### src/hw/rtl/gms_pkg.sv
// Package for the gradient magnitude sketch pixel unit.
// Holds the transfer structs, format codes, register indexes and fixed limits.
// No dependencies.
`timescale 1ns / 1ps
package gms_pkg;

	localparam int GRAD_W     = 20;
	localparam int WORD_W     = 32;
	localparam int FMT_W      = 3;
	localparam int GAIN_W     = 10;
	localparam int CFG_IDX_W  = 4;
	localparam int CFG_DATA_W = 32;
	localparam int ROOT_W     = GRAD_W;
	localparam int QUO_W      = 15;

	localparam logic [FMT_W-1:0] FMT_BGRA8  = 3'd0;
	localparam logic [FMT_W-1:0] FMT_BGRA16 = 3'd1;
	localparam logic [FMT_W-1:0] FMT_VUYA8  = 3'd2;
	localparam logic [FMT_W-1:0] FMT_ARGB8  = 3'd3;
	localparam logic [FMT_W-1:0] FMT_ARGB16 = 3'd4;

	localparam logic [CFG_IDX_W-1:0] CFG_PIXEL_FORMAT = 4'd0;
	localparam logic [CFG_IDX_W-1:0] CFG_GAIN         = 4'd1;

	localparam logic [GAIN_W-1:0] GAIN_RESET = 10'd100;

	localparam logic [QUO_W-1:0] MAX8  = 15'd255;
	localparam logic [QUO_W-1:0] MAX16 = 15'd32767;

	localparam logic [15:0] CHROMA_NEUTRAL = 16'h8080;

	typedef struct packed {
		logic signed [GRAD_W-1:0] grad_vertical;
		logic signed [GRAD_W-1:0] grad_horizontal;
		logic [WORD_W-1:0]        src_word_lo;
		logic [WORD_W-1:0]        src_word_hi;
		logic                     frame_last;
	} pix_in_t;

	typedef struct packed {
		logic [WORD_W-1:0] dst_word_lo;
		logic [WORD_W-1:0] dst_word_hi;
		logic              last_out;
	} pix_out_t;

	typedef struct packed {
		logic [WORD_W-1:0] src_lo;
		logic [WORD_W-1:0] src_hi;
		logic              last;
	} side_t;

endpackage

### src/hw/rtl/gms_isqrt.sv
// Pipelined floor integer square root, one result bit per register stage.
// Carries a valid bit and a sideband vector alongside. No package dependency.
`timescale 1ns / 1ps
module gms_isqrt #(
	parameter int N      = 20,
	parameter int SIDE_W = 65
) (
	input  logic              clk,
	input  logic              arst_n,
	input  logic              vld_in,
	input  logic [2*N-1:0]    rad_in,
	input  logic [SIDE_W-1:0] side_in,
	output logic              vld_out,
	output logic [N-1:0]      root_out,
	output logic [SIDE_W-1:0] side_out
);

	localparam int RW = N + 3;

	logic              vld_s  [0:N];
	logic [2*N-1:0]    rad_s  [0:N];
	logic [RW-1:0]     rem_s  [0:N];
	logic [N-1:0]      root_s [0:N];
	logic [SIDE_W-1:0] side_s [0:N];

	assign vld_s[0]  = vld_in;
	assign rad_s[0]  = rad_in;
	assign rem_s[0]  = '0;
	assign root_s[0] = '0;
	assign side_s[0] = side_in;

	for (genvar i = 0; i < N; i++) begin : g_stage
		logic [RW-1:0] trial;
		logic [RW-1:0] sub;
		logic          ge;

		always_comb begin
			trial = {rem_s[i][RW-3:0], rad_s[i][2*(N-1-i) +: 2]};
			sub   = {1'b0, root_s[i], 2'b01};
			ge    = trial >= sub;
		end

		always_ff @(posedge clk or negedge arst_n) begin
			if (!arst_n) begin
				vld_s[i+1] <= 1'b0;
			end else begin
				vld_s[i+1] <= vld_s[i];
			end
		end

		always_ff @(posedge clk) begin
			rad_s[i+1]  <= rad_s[i];
			rem_s[i+1]  <= ge ? trial - sub : trial;
			root_s[i+1] <= {root_s[i][N-2:0], ge};
			side_s[i+1] <= side_s[i];
		end
	end

	assign vld_out  = vld_s[N];
	assign root_out = root_s[N];
	assign side_out = side_s[N];

endmodule

### src/hw/rtl/gms_cdiv.sv
// Division by a constant through reciprocal multiplication, one register stage.
// Exact for every dividend below 2**RW; carries valid and sideband. No package dependency.
`timescale 1ns / 1ps
module gms_cdiv #(
	parameter int DEN    = 100,
	parameter int RW     = 23,
	parameter int QW     = 15,
	parameter int SIDE_W = 66
) (
	input  logic              clk,
	input  logic              arst_n,
	input  logic              vld_in,
	input  logic [RW-1:0]     dvd_in,
	input  logic [SIDE_W-1:0] side_in,
	output logic              vld_out,
	output logic [QW-1:0]     quo_out,
	output logic [SIDE_W-1:0] side_out
);

	localparam int SH = RW + $clog2(DEN);
	localparam int MW = RW + 1;
	localparam longint unsigned RECIP_L = ((64'd1 << SH) + 64'(DEN) - 64'd1) / 64'(DEN);
	localparam logic [MW-1:0] RECIP = MW'(RECIP_L);

	logic [RW+MW-1:0]  prod;
	logic              vld_s1;
	logic [QW-1:0]     quo_s1;
	logic [SIDE_W-1:0] side_s1;

	assign prod = {{MW{1'b0}}, dvd_in} * {{RW{1'b0}}, RECIP};

	always_ff @(posedge clk or negedge arst_n) begin
		if (!arst_n) begin
			vld_s1 <= 1'b0;
		end else begin
			vld_s1 <= vld_in;
		end
	end

	always_ff @(posedge clk) begin
		quo_s1  <= prod[SH +: QW];
		side_s1 <= side_in;
	end

	assign vld_out  = vld_s1;
	assign quo_out  = quo_s1;
	assign side_out = side_s1;

endmodule

### src/hw/rtl/gradient_magnitude_sketch_pixel_unit.sv
// Inverted gradient magnitude sketch, one pixel per clock.
// Depends on gms_pkg, gms_isqrt and gms_cdiv.
//
// Usage:
//   Input: drive pixel_in and pulse start; a transfer happens at each edge
//   with start high and busy low. busy stays low, so a pixel may enter on
//   every clock.
//   Output: result_valid is high for exactly one cycle with pixel_out; the
//   receiver takes it at that edge and cannot hold it off.
//   Configuration: cfg_valid/cfg_ready write channel, cfg_index 0 selects
//   pixel_format, 1 selects gain, other indexes are dropped. cfg_ready is
//   always high. Write only while no pixel is in flight.
// Pipeline from the input transfer to result_valid: the 20 stages of the
//   square root and seven single stages, namely abs, square, sum, gain
//   multiply, ceiling with clamp, the reciprocal multiply that divides by
//   DIVIDER*256, and packing. Throughput: one pixel per clock.
// Reset: arst_n clears all valid bits, format goes to BGRA8 and gain to 100.
`timescale 1ns / 1ps
module gradient_magnitude_sketch_pixel_unit #(
	parameter int DIVIDER = 100
) (
	input  logic                                clk,
	input  logic                                arst_n,
	input  logic                                start,
	output logic                                busy,
	input  gms_pkg::pix_in_t                    pixel_in,
	output logic                                result_valid,
	output gms_pkg::pix_out_t                   pixel_out,
	input  logic                                cfg_valid,
	output logic                                cfg_ready,
	input  logic [gms_pkg::CFG_IDX_W-1:0]       cfg_index,
	input  logic [gms_pkg::CFG_DATA_W-1:0]      cfg_data
);
	import gms_pkg::*;

	localparam int  FRAC_W = 8;
	localparam int  DEN    = DIVIDER * 256;
	localparam int  DEN_W  = $clog2(DEN + 1);
	localparam int  P_W    = ROOT_W + GAIN_W;
	localparam int  DV_W   = (P_W + 1 > DEN_W + QUO_W) ? P_W + 1 : DEN_W + QUO_W;
	localparam int  SIDE_W = $bits(side_t);
	localparam int  LAT    = 3 + ROOT_W + 2 + 1 + 1;
	localparam longint LIM8_L  = longint'(DEN) * 64'd256;
	localparam longint LIM16_L = longint'(DEN) * 64'd32768;
	localparam logic [DV_W-1:0] LIM8  = DV_W'(LIM8_L);
	localparam logic [DV_W-1:0] LIM16 = DV_W'(LIM16_L);
	localparam logic [DV_W-1:0] CEIL_ADD = DV_W'(DEN - 1);

	logic [FMT_W-1:0]  fmt_q;
	logic [GAIN_W-1:0] gain_q;
	logic              fmt16;

	assign busy      = 1'b0;
	assign cfg_ready = 1'b1;
	assign fmt16     = fmt_q inside {FMT_BGRA16, FMT_ARGB16};

	always_ff @(posedge clk or negedge arst_n) begin
		if (!arst_n) begin
			fmt_q  <= FMT_BGRA8;
			gain_q <= GAIN_RESET;
		end else if (cfg_valid && cfg_ready) begin
			case (cfg_index)
				CFG_PIXEL_FORMAT: fmt_q  <= cfg_data[FMT_W-1:0];
				CFG_GAIN:         gain_q <= cfg_data[GAIN_W-1:0];
				default: ;
			endcase
		end
	end

	logic                   vld_s1, vld_s2, vld_s3, vld_s4, vld_s5;
	logic [GRAD_W-1:0]      av_s1, ah_s1;
	logic [2*GRAD_W-1:0]    sqv_s2, sqh_s2, q_s3;
	logic [P_W-1:0]         p_s4;
	logic [DV_W-1:0]        pc_s5;
	logic                   clamp_s5;
	side_t                  side_s1, side_s2, side_s3, side_s4, side_s5;

	always_ff @(posedge clk or negedge arst_n) begin
		if (!arst_n) begin
			vld_s1 <= 1'b0;
			vld_s2 <= 1'b0;
			vld_s3 <= 1'b0;
		end else begin
			vld_s1 <= start && !busy;
			vld_s2 <= vld_s1;
			vld_s3 <= vld_s2;
		end
	end

	always_ff @(posedge clk) begin
		av_s1   <= pixel_in.grad_vertical[GRAD_W-1] ?
			GRAD_W'(-pixel_in.grad_vertical) : GRAD_W'(pixel_in.grad_vertical);
		ah_s1   <= pixel_in.grad_horizontal[GRAD_W-1] ?
			GRAD_W'(-pixel_in.grad_horizontal) : GRAD_W'(pixel_in.grad_horizontal);
		side_s1 <= '{src_lo: pixel_in.src_word_lo, src_hi: pixel_in.src_word_hi,
			last: pixel_in.frame_last};
		sqv_s2  <= {{GRAD_W{1'b0}}, av_s1} * {{GRAD_W{1'b0}}, av_s1};
		sqh_s2  <= {{GRAD_W{1'b0}}, ah_s1} * {{GRAD_W{1'b0}}, ah_s1};
		side_s2 <= side_s1;
		q_s3    <= sqv_s2 + sqh_s2;
		side_s3 <= side_s2;
	end

	logic              sq_vld;
	logic [ROOT_W-1:0] sq_root;
	logic [SIDE_W-1:0] sq_side;

	gms_isqrt #(
		.N      (ROOT_W),
		.SIDE_W (SIDE_W)
	) u_isqrt (
		.clk      (clk),
		.arst_n   (arst_n),
		.vld_in   (vld_s3),
		.rad_in   (q_s3),
		.side_in  (side_s3),
		.vld_out  (sq_vld),
		.root_out (sq_root),
		.side_out (sq_side)
	);

	always_ff @(posedge clk or negedge arst_n) begin
		if (!arst_n) begin
			vld_s4 <= 1'b0;
			vld_s5 <= 1'b0;
		end else begin
			vld_s4 <= sq_vld;
			vld_s5 <= vld_s4;
		end
	end

	always_ff @(posedge clk) begin
		p_s4     <= {{GAIN_W{1'b0}}, sq_root} * {{ROOT_W{1'b0}}, gain_q};
		side_s4  <= side_t'(sq_side);
		pc_s5    <= DV_W'(p_s4) + CEIL_ADD;
		clamp_s5 <= fmt16 ? (DV_W'(p_s4) + CEIL_ADD >= LIM16)
			: (DV_W'(p_s4) + CEIL_ADD >= LIM8);
		side_s5  <= side_s4;
	end

	logic                dv_vld;
	logic [QUO_W-1:0]    dv_quo;
	logic [SIDE_W:0]     dv_side;

	gms_cdiv #(
		.DEN    (DIVIDER),
		.RW     (DV_W - FRAC_W),
		.QW     (QUO_W),
		.SIDE_W (SIDE_W + 1)
	) u_cdiv (
		.clk      (clk),
		.arst_n   (arst_n),
		.vld_in   (vld_s5),
		.dvd_in   (pc_s5[DV_W-1:FRAC_W]),
		.side_in  ({clamp_s5, side_s5}),
		.vld_out  (dv_vld),
		.quo_out  (dv_quo),
		.side_out (dv_side)
	);

	side_t             dv_sb;
	logic              dv_clamp;
	logic [QUO_W-1:0]  maxv, cval, grey;
	logic [7:0]        g8;
	logic [15:0]       g16;
	logic [WORD_W-1:0] lo, hi;

	always_comb begin
		dv_sb    = side_t'(dv_side[SIDE_W-1:0]);
		dv_clamp = dv_side[SIDE_W];
		maxv     = fmt16 ? MAX16 : MAX8;
		cval     = dv_clamp ? maxv : dv_quo;
		grey     = maxv - cval;
		g8       = grey[7:0];
		g16      = {1'b0, grey};
		lo       = '0;
		hi       = '0;
		case (fmt_q)
			FMT_BGRA8: begin
				lo = {dv_sb.src_lo[31:24], g8, g8, g8};
			end
			FMT_BGRA16: begin
				lo = {g16, g16};
				hi = {dv_sb.src_hi[31:16], g16};
			end
			FMT_VUYA8: begin
				lo = {dv_sb.src_lo[31:24], g8, CHROMA_NEUTRAL};
			end
			FMT_ARGB8: begin
				lo = {g8, g8, g8, dv_sb.src_lo[7:0]};
			end
			FMT_ARGB16: begin
				lo = {g16, dv_sb.src_lo[15:0]};
				hi = {g16, g16};
			end
			default: ;
		endcase
	end

	always_ff @(posedge clk or negedge arst_n) begin
		if (!arst_n) begin
			result_valid <= 1'b0;
		end else begin
			result_valid <= dv_vld;
		end
	end

	always_ff @(posedge clk) begin
		pixel_out <= '{dst_word_lo: lo, dst_word_hi: hi, last_out: dv_sb.last};
	end

	a_result_follows_start: assert property (@(posedge clk) disable iff (!arst_n)
		result_valid |-> $past(start, LAT))
		else $error("result without a matching input transfer");

	a_bad_format_zero: assert property (@(posedge clk) disable iff (!arst_n)
		(result_valid && fmt_q != FMT_BGRA8 && fmt_q != FMT_BGRA16 && fmt_q != FMT_VUYA8
			&& fmt_q != FMT_ARGB8 && fmt_q != FMT_ARGB16 && $stable(fmt_q))
		|-> (pixel_out.dst_word_lo == '0 && pixel_out.dst_word_hi == '0))
		else $error("undefined format produced nonzero words");

	a_hi_zero_8bit: assert property (@(posedge clk) disable iff (!arst_n)
		(result_valid && $stable(fmt_q)
			&& (fmt_q == FMT_BGRA8 || fmt_q == FMT_VUYA8 || fmt_q == FMT_ARGB8))
		|-> pixel_out.dst_word_hi == '0)
		else $error("second word nonzero in an 8-bit format");

endmodule

### config.mk
export PLATFORM = sky130hd
export DESIGN_NAME = gradient_magnitude_sketch_pixel_unit
export DESIGN_NICKNAME = d
export VERILOG_FILES = /design/src/hw/rtl/gms_pkg.sv /design/src/hw/rtl/gms_isqrt.sv /design/src/hw/rtl/gms_cdiv.sv /design/src/hw/rtl/gradient_magnitude_sketch_pixel_unit.sv
export SDC_FILE = /design/constraint.sdc
export NUM_CORES = 2
export LEC_CHECK = 0
export ABC_AREA = 1
export BUFFER_PORTS_ARGS = -buffer_cell sky130_fd_sc_hd__buf_2
export CORE_UTILIZATION = 63
export DETAILED_ROUTE_END_ITERATION = 10
export GPL_TIMING_DRIVEN = 0
export HOLD_SLACK_MARGIN = 0.03
export PLACE_DENSITY = 0.8
export SLEW_MARGIN = 20
export SYNTH_ARGS = -nofsm -noshare
export SYNTH_HDL_FRONTEND = slang
export SYNTH_SLANG_ARGS = --single-unit
### constraint.sdc
create_clock -name clk -period 9.15 [get_ports clk]
set_clock_uncertainty 0.1 [all_clocks]
set_input_delay 1.83 -clock clk [delete_from_list [all_inputs] [get_ports clk]]
set_output_delay 1.83 -clock clk [all_outputs]
set_load 0.1 [all_outputs]
==> flow_summary.yaml <==
clock_tree:
  cts_max_path_buffers: 3
  cts.htree.levels: 4
  post_cts_buffers: 0
  tritoncts: "built"
  clk_pin_slew_ns: 0.07
  numCtsBuffers: 214
  clk_latency_ns: 0.91
  cts_num_sinks: 2361
  clock-root-buffer: "clkbuf_16"
cells_and_area:
  fin_nets: 14300
  multi_input_area_um2: 55600
  regArea_um2: 47500
  drive_above_1_share_pct: 6.43
  fillers: 13200
  syn_to_final_growth_pct: 9.99
route:
  drcViolationCount: 0
  routedWlPerCell_um: 18.3
  routed_wl_um: 272000
  num_vias: 78600
  first_pass_iters: 6
  drtIter0Drc: 5476
  ant_nets: 0
  via_per_inst: 5.28
yosys:
  synth_flop_cell: "dfxtp_1"
  synth_top_area_cell: "dfxtp_1"
  netlist_area_um2: 113000
  synthMuxAreaShare_pct: 0.0900
  synthAdderAreaFrac_pct: 25.7
  yosysSeqAreaShare_pct: 42.2
  synthCells: 12000
  synth_top_family_by_area: "adder cells"
  synth_compound_gate_area_share_pct: 6.52
  synthTopCellsByArea: "dfxtp_1, fa_1, ha_1"
  synth-simple-area-share_pct: 13.3
  synth_edf_count: 0
  ys_seq_elements: 2361
  avgSynthCellArea_um2: 9.41
  async_flop_share_pct: 1.69
  synth_cell_types: 79
  yosys_warnings: 0
  synth_top_area_share_pct: 41.3
  synthXorXnorAreaFrac_pct: 3.74
critical_path:
  r2r-start: "ah_s1[10]"
  crit_slowest_cell: "clkbuf_1"
  cp-startpoint: "ah_s1[10]"
  r2r_setup_slack_ns: 0.36
  critPathCaptureType: "flop"
  endpoint: "sqh_s2[39]"
  crit_fanout: 10
  r2r-end: "sqh_s2[39]"
  critPathMaxStageDelay_ns: 0.74
  required_ns: 9.77
  worstPathArrival_ns: 9.41
  crit_path_frequent_cell: "fa_1"
  startpoint_type: "flop"
  crit_chain: "clkbuf_1, buf_1, nand2_1, fa_1, inv_1, fa_1, inv_1, fa_1, inv_1, fa_1, fa_1, fa_1, inv_1, fa_1, inv_1, ha_1, nand2_1, nor2_1, inv_1, nor4_1, nand3_1, nand3_1, xor2_1"
  ff2ff_path_depth: 23
  crit_type: "flop to flop"
sta:
  period_share_pct: 96.1
  fin_tns_setup_ns: 0
  fin_crit_ns: 8.79
  rsz0062_at_grt: "no"
  hold_viol: 0
  slew_headroom_pct: 27.9
  timing.fmax_mhz: 114
  drv_slew: 0
  setup_viol: 0
  worst_pin_slew_ns: 1.08
place:
  gp_congestion: 0.967
  portBuffers: 163
  hpwl_um: 207000
die:
  rows: 154
  fp.coreArea_um2: 177000
  die_w_um: 425
  die_h_um: 425
  start_util_pct: 63.7
  io_pins: 213
  die-area_um2: 180000
global_routing:
  grt_overflow: 0
  grt_pass1_vias: 82900
  antenna_found_initial: 3
  grt_max_degree: 41
  grt_pass1_wl_um: 434000
  grt_util_all_layers_pct: 30.6
run:
  maxCapViolCount: 0
min_path:
  hold_path_class: "flop to flop"
status:
  status: "complete, no violations"
==> logic make-up after synthesis <==
kind of cell             count (synthesis)
AND/OR/NAND/NOR                       3604
buffers and inverters                 2477
flip-flops                            2361
adder cells (fa/ha/maj)               1774
AO/OA/AOI/OAI                         1254
XOR/XNOR                               481
multiplexers                             9
other                                    2
==> state kept, by name (all words and copies together), names as in the netlist, 40 cells and up <==
name,flops
u_isqrt.g_stage.sub,190
side_s3,41
q_s3,40
u_isqrt.side_s,779
side_s2,41
u_isqrt.side_out,41
side_s1,41
u_cdiv.side_out,42
side_s5,41
u_isqrt.g_stage.trial,411
pixel_out,64
side_s4,41
u_isqrt.rad_s,342
==> layout make-up <==
| class | instances | share of cell area (%) |
|---|---|---|
| multi-input combinational | 7126 | 44.9 |
| sequential | 2361 | 38.3 |
| inverter | 2300 | 6.99 |
| clock buffer | 300 | 5.01 |
| tap | 2340 | 2.36 |
| clock inverter | 100 | 1.03 |
| buffer | 177 | 0.727 |
| timing repair buffer | 163 | 0.659 |
| antenna | 1 | 0.00202 |
==> repair_timing <==
action                                  CTS  global route
hold buffers                              0             0
endpoints found under the setup margin    0             1
gates resized for setup                   0             4
==> worst min-delay path by stage <==
stage | endpoint | slack [ns] | start | cells past startpoint
6_report | u_isqrt.side_s[223] | 0.13 | u_isqrt.side_s[288] | 0
5_1_grt | u_isqrt.side_s[223] | 0.13 | u_isqrt.side_s[288] | 0
4_1_cts | u_isqrt.side_s[223] | 0.13 | u_isqrt.side_s[288] | 0
3_5_place_dp | u_cdiv.side_out[24] | 0.21 | side_s5[24] | 0
3_3_place_gp | u_isqrt.side_s[544] | 0.21 | u_isqrt.side_s[609] | 0
2_1_floorplan | pixel_out[0] | 0.21 | u_cdiv.side_out[0] | 0
==> cell usage after synthesis (all sizes together), types with 2 or more instances <==
master and count:
dfxtp 2321, inv 2300, nand2 2149, fa 897, ha 877, nor2 800, a21oi 490, o21ai 486
nand3 320, xor2 300, xnor2 181, nor3 115, clkbuf 103, nand4 89, buf 74, o21bai 52
a21o 51, a31oi 48, or2 45, nor4 42, dfrtp 37, o211ai 37, a21boi 28, nand3b 21
o21a 16, and3 11, o2111ai 11, a211oi 9, mux2 9, o31ai 7, a221o 5, and2 5
nor3b 5, a221oi 3, dfstp 3, a2111oi 2, conb 2, o211a 2, o311ai 2, o41ai 2
==> routing by layer <==
metal / GRT usage, % / vias up / routed length [µm]
li1: - / 37600 / -
met1: 36.7 / 37400 / 108000
met2: 53.2 / 2637 / 134000
met3: 5.14 / 889 / 15500
met4: 15.1 / 4 / 14600
met5: 0.397 / - / 53
==> cell usage in the layout, fill, tap and decap left out, types with 49 or more instances in the layout <==
cell type  synthesis  routed
nand3_1          308     308
nor3_1           106     106
o21ai_0          331     331
o21bai_1          49      49
clkbuf_16          0     215
o21ai_1           83      83
ha_1             877     877
clkbuf_8           0      51
o21ai_2           71      71
xor2_1           300     300
nand2_1         2134    2134
buf_2              9     172
nor2_1           779     779
nand4_1           87      87
a21oi_1          474     474
xnor2_1          181     181
inv_1           2281    2281
a21o_1            51      51
clkbuf_1         103     136
dfxtp_1         2321    2321
fa_1             897     897
==> metrics by stage <==
step / std cells / setup WS, ns / util, % / area [µm²] / hold WS [ns]
floorplan: 12000 / 2.68 / - / 113000 / 0.210
global placement: 14500 / 1.32 / 65.8 / 116000 / 0.209
detailed placement: 14500 / 1.26 / 65.8 / 116000 / 0.212
CTS: 14900 / 1.10 / 70.0 / 124000 / 0.131
global route: 14900 / 0.0132 / 70.0 / 124000 / 0.134
finish: 14900 / 0.358 / 70.0 / 124000 / 0.133
==> critical path, delay by kind of cell, from the launching register on <==
| family | cells | cell delay [ns] |
|---|---|---|
| adders and majority gates | 8 | 4.12 |
| buffers and inverters | 8 | 2.40 |
| and+or+nand+nor | 6 | 1.30 |
| DFF | 1 | 0.38 |
| xor gates and xnor gates | 1 | 0.29 |
Power is not shown: default switching activity piles up to over one toggle a cycle in this logic, so the estimate is an artifact.
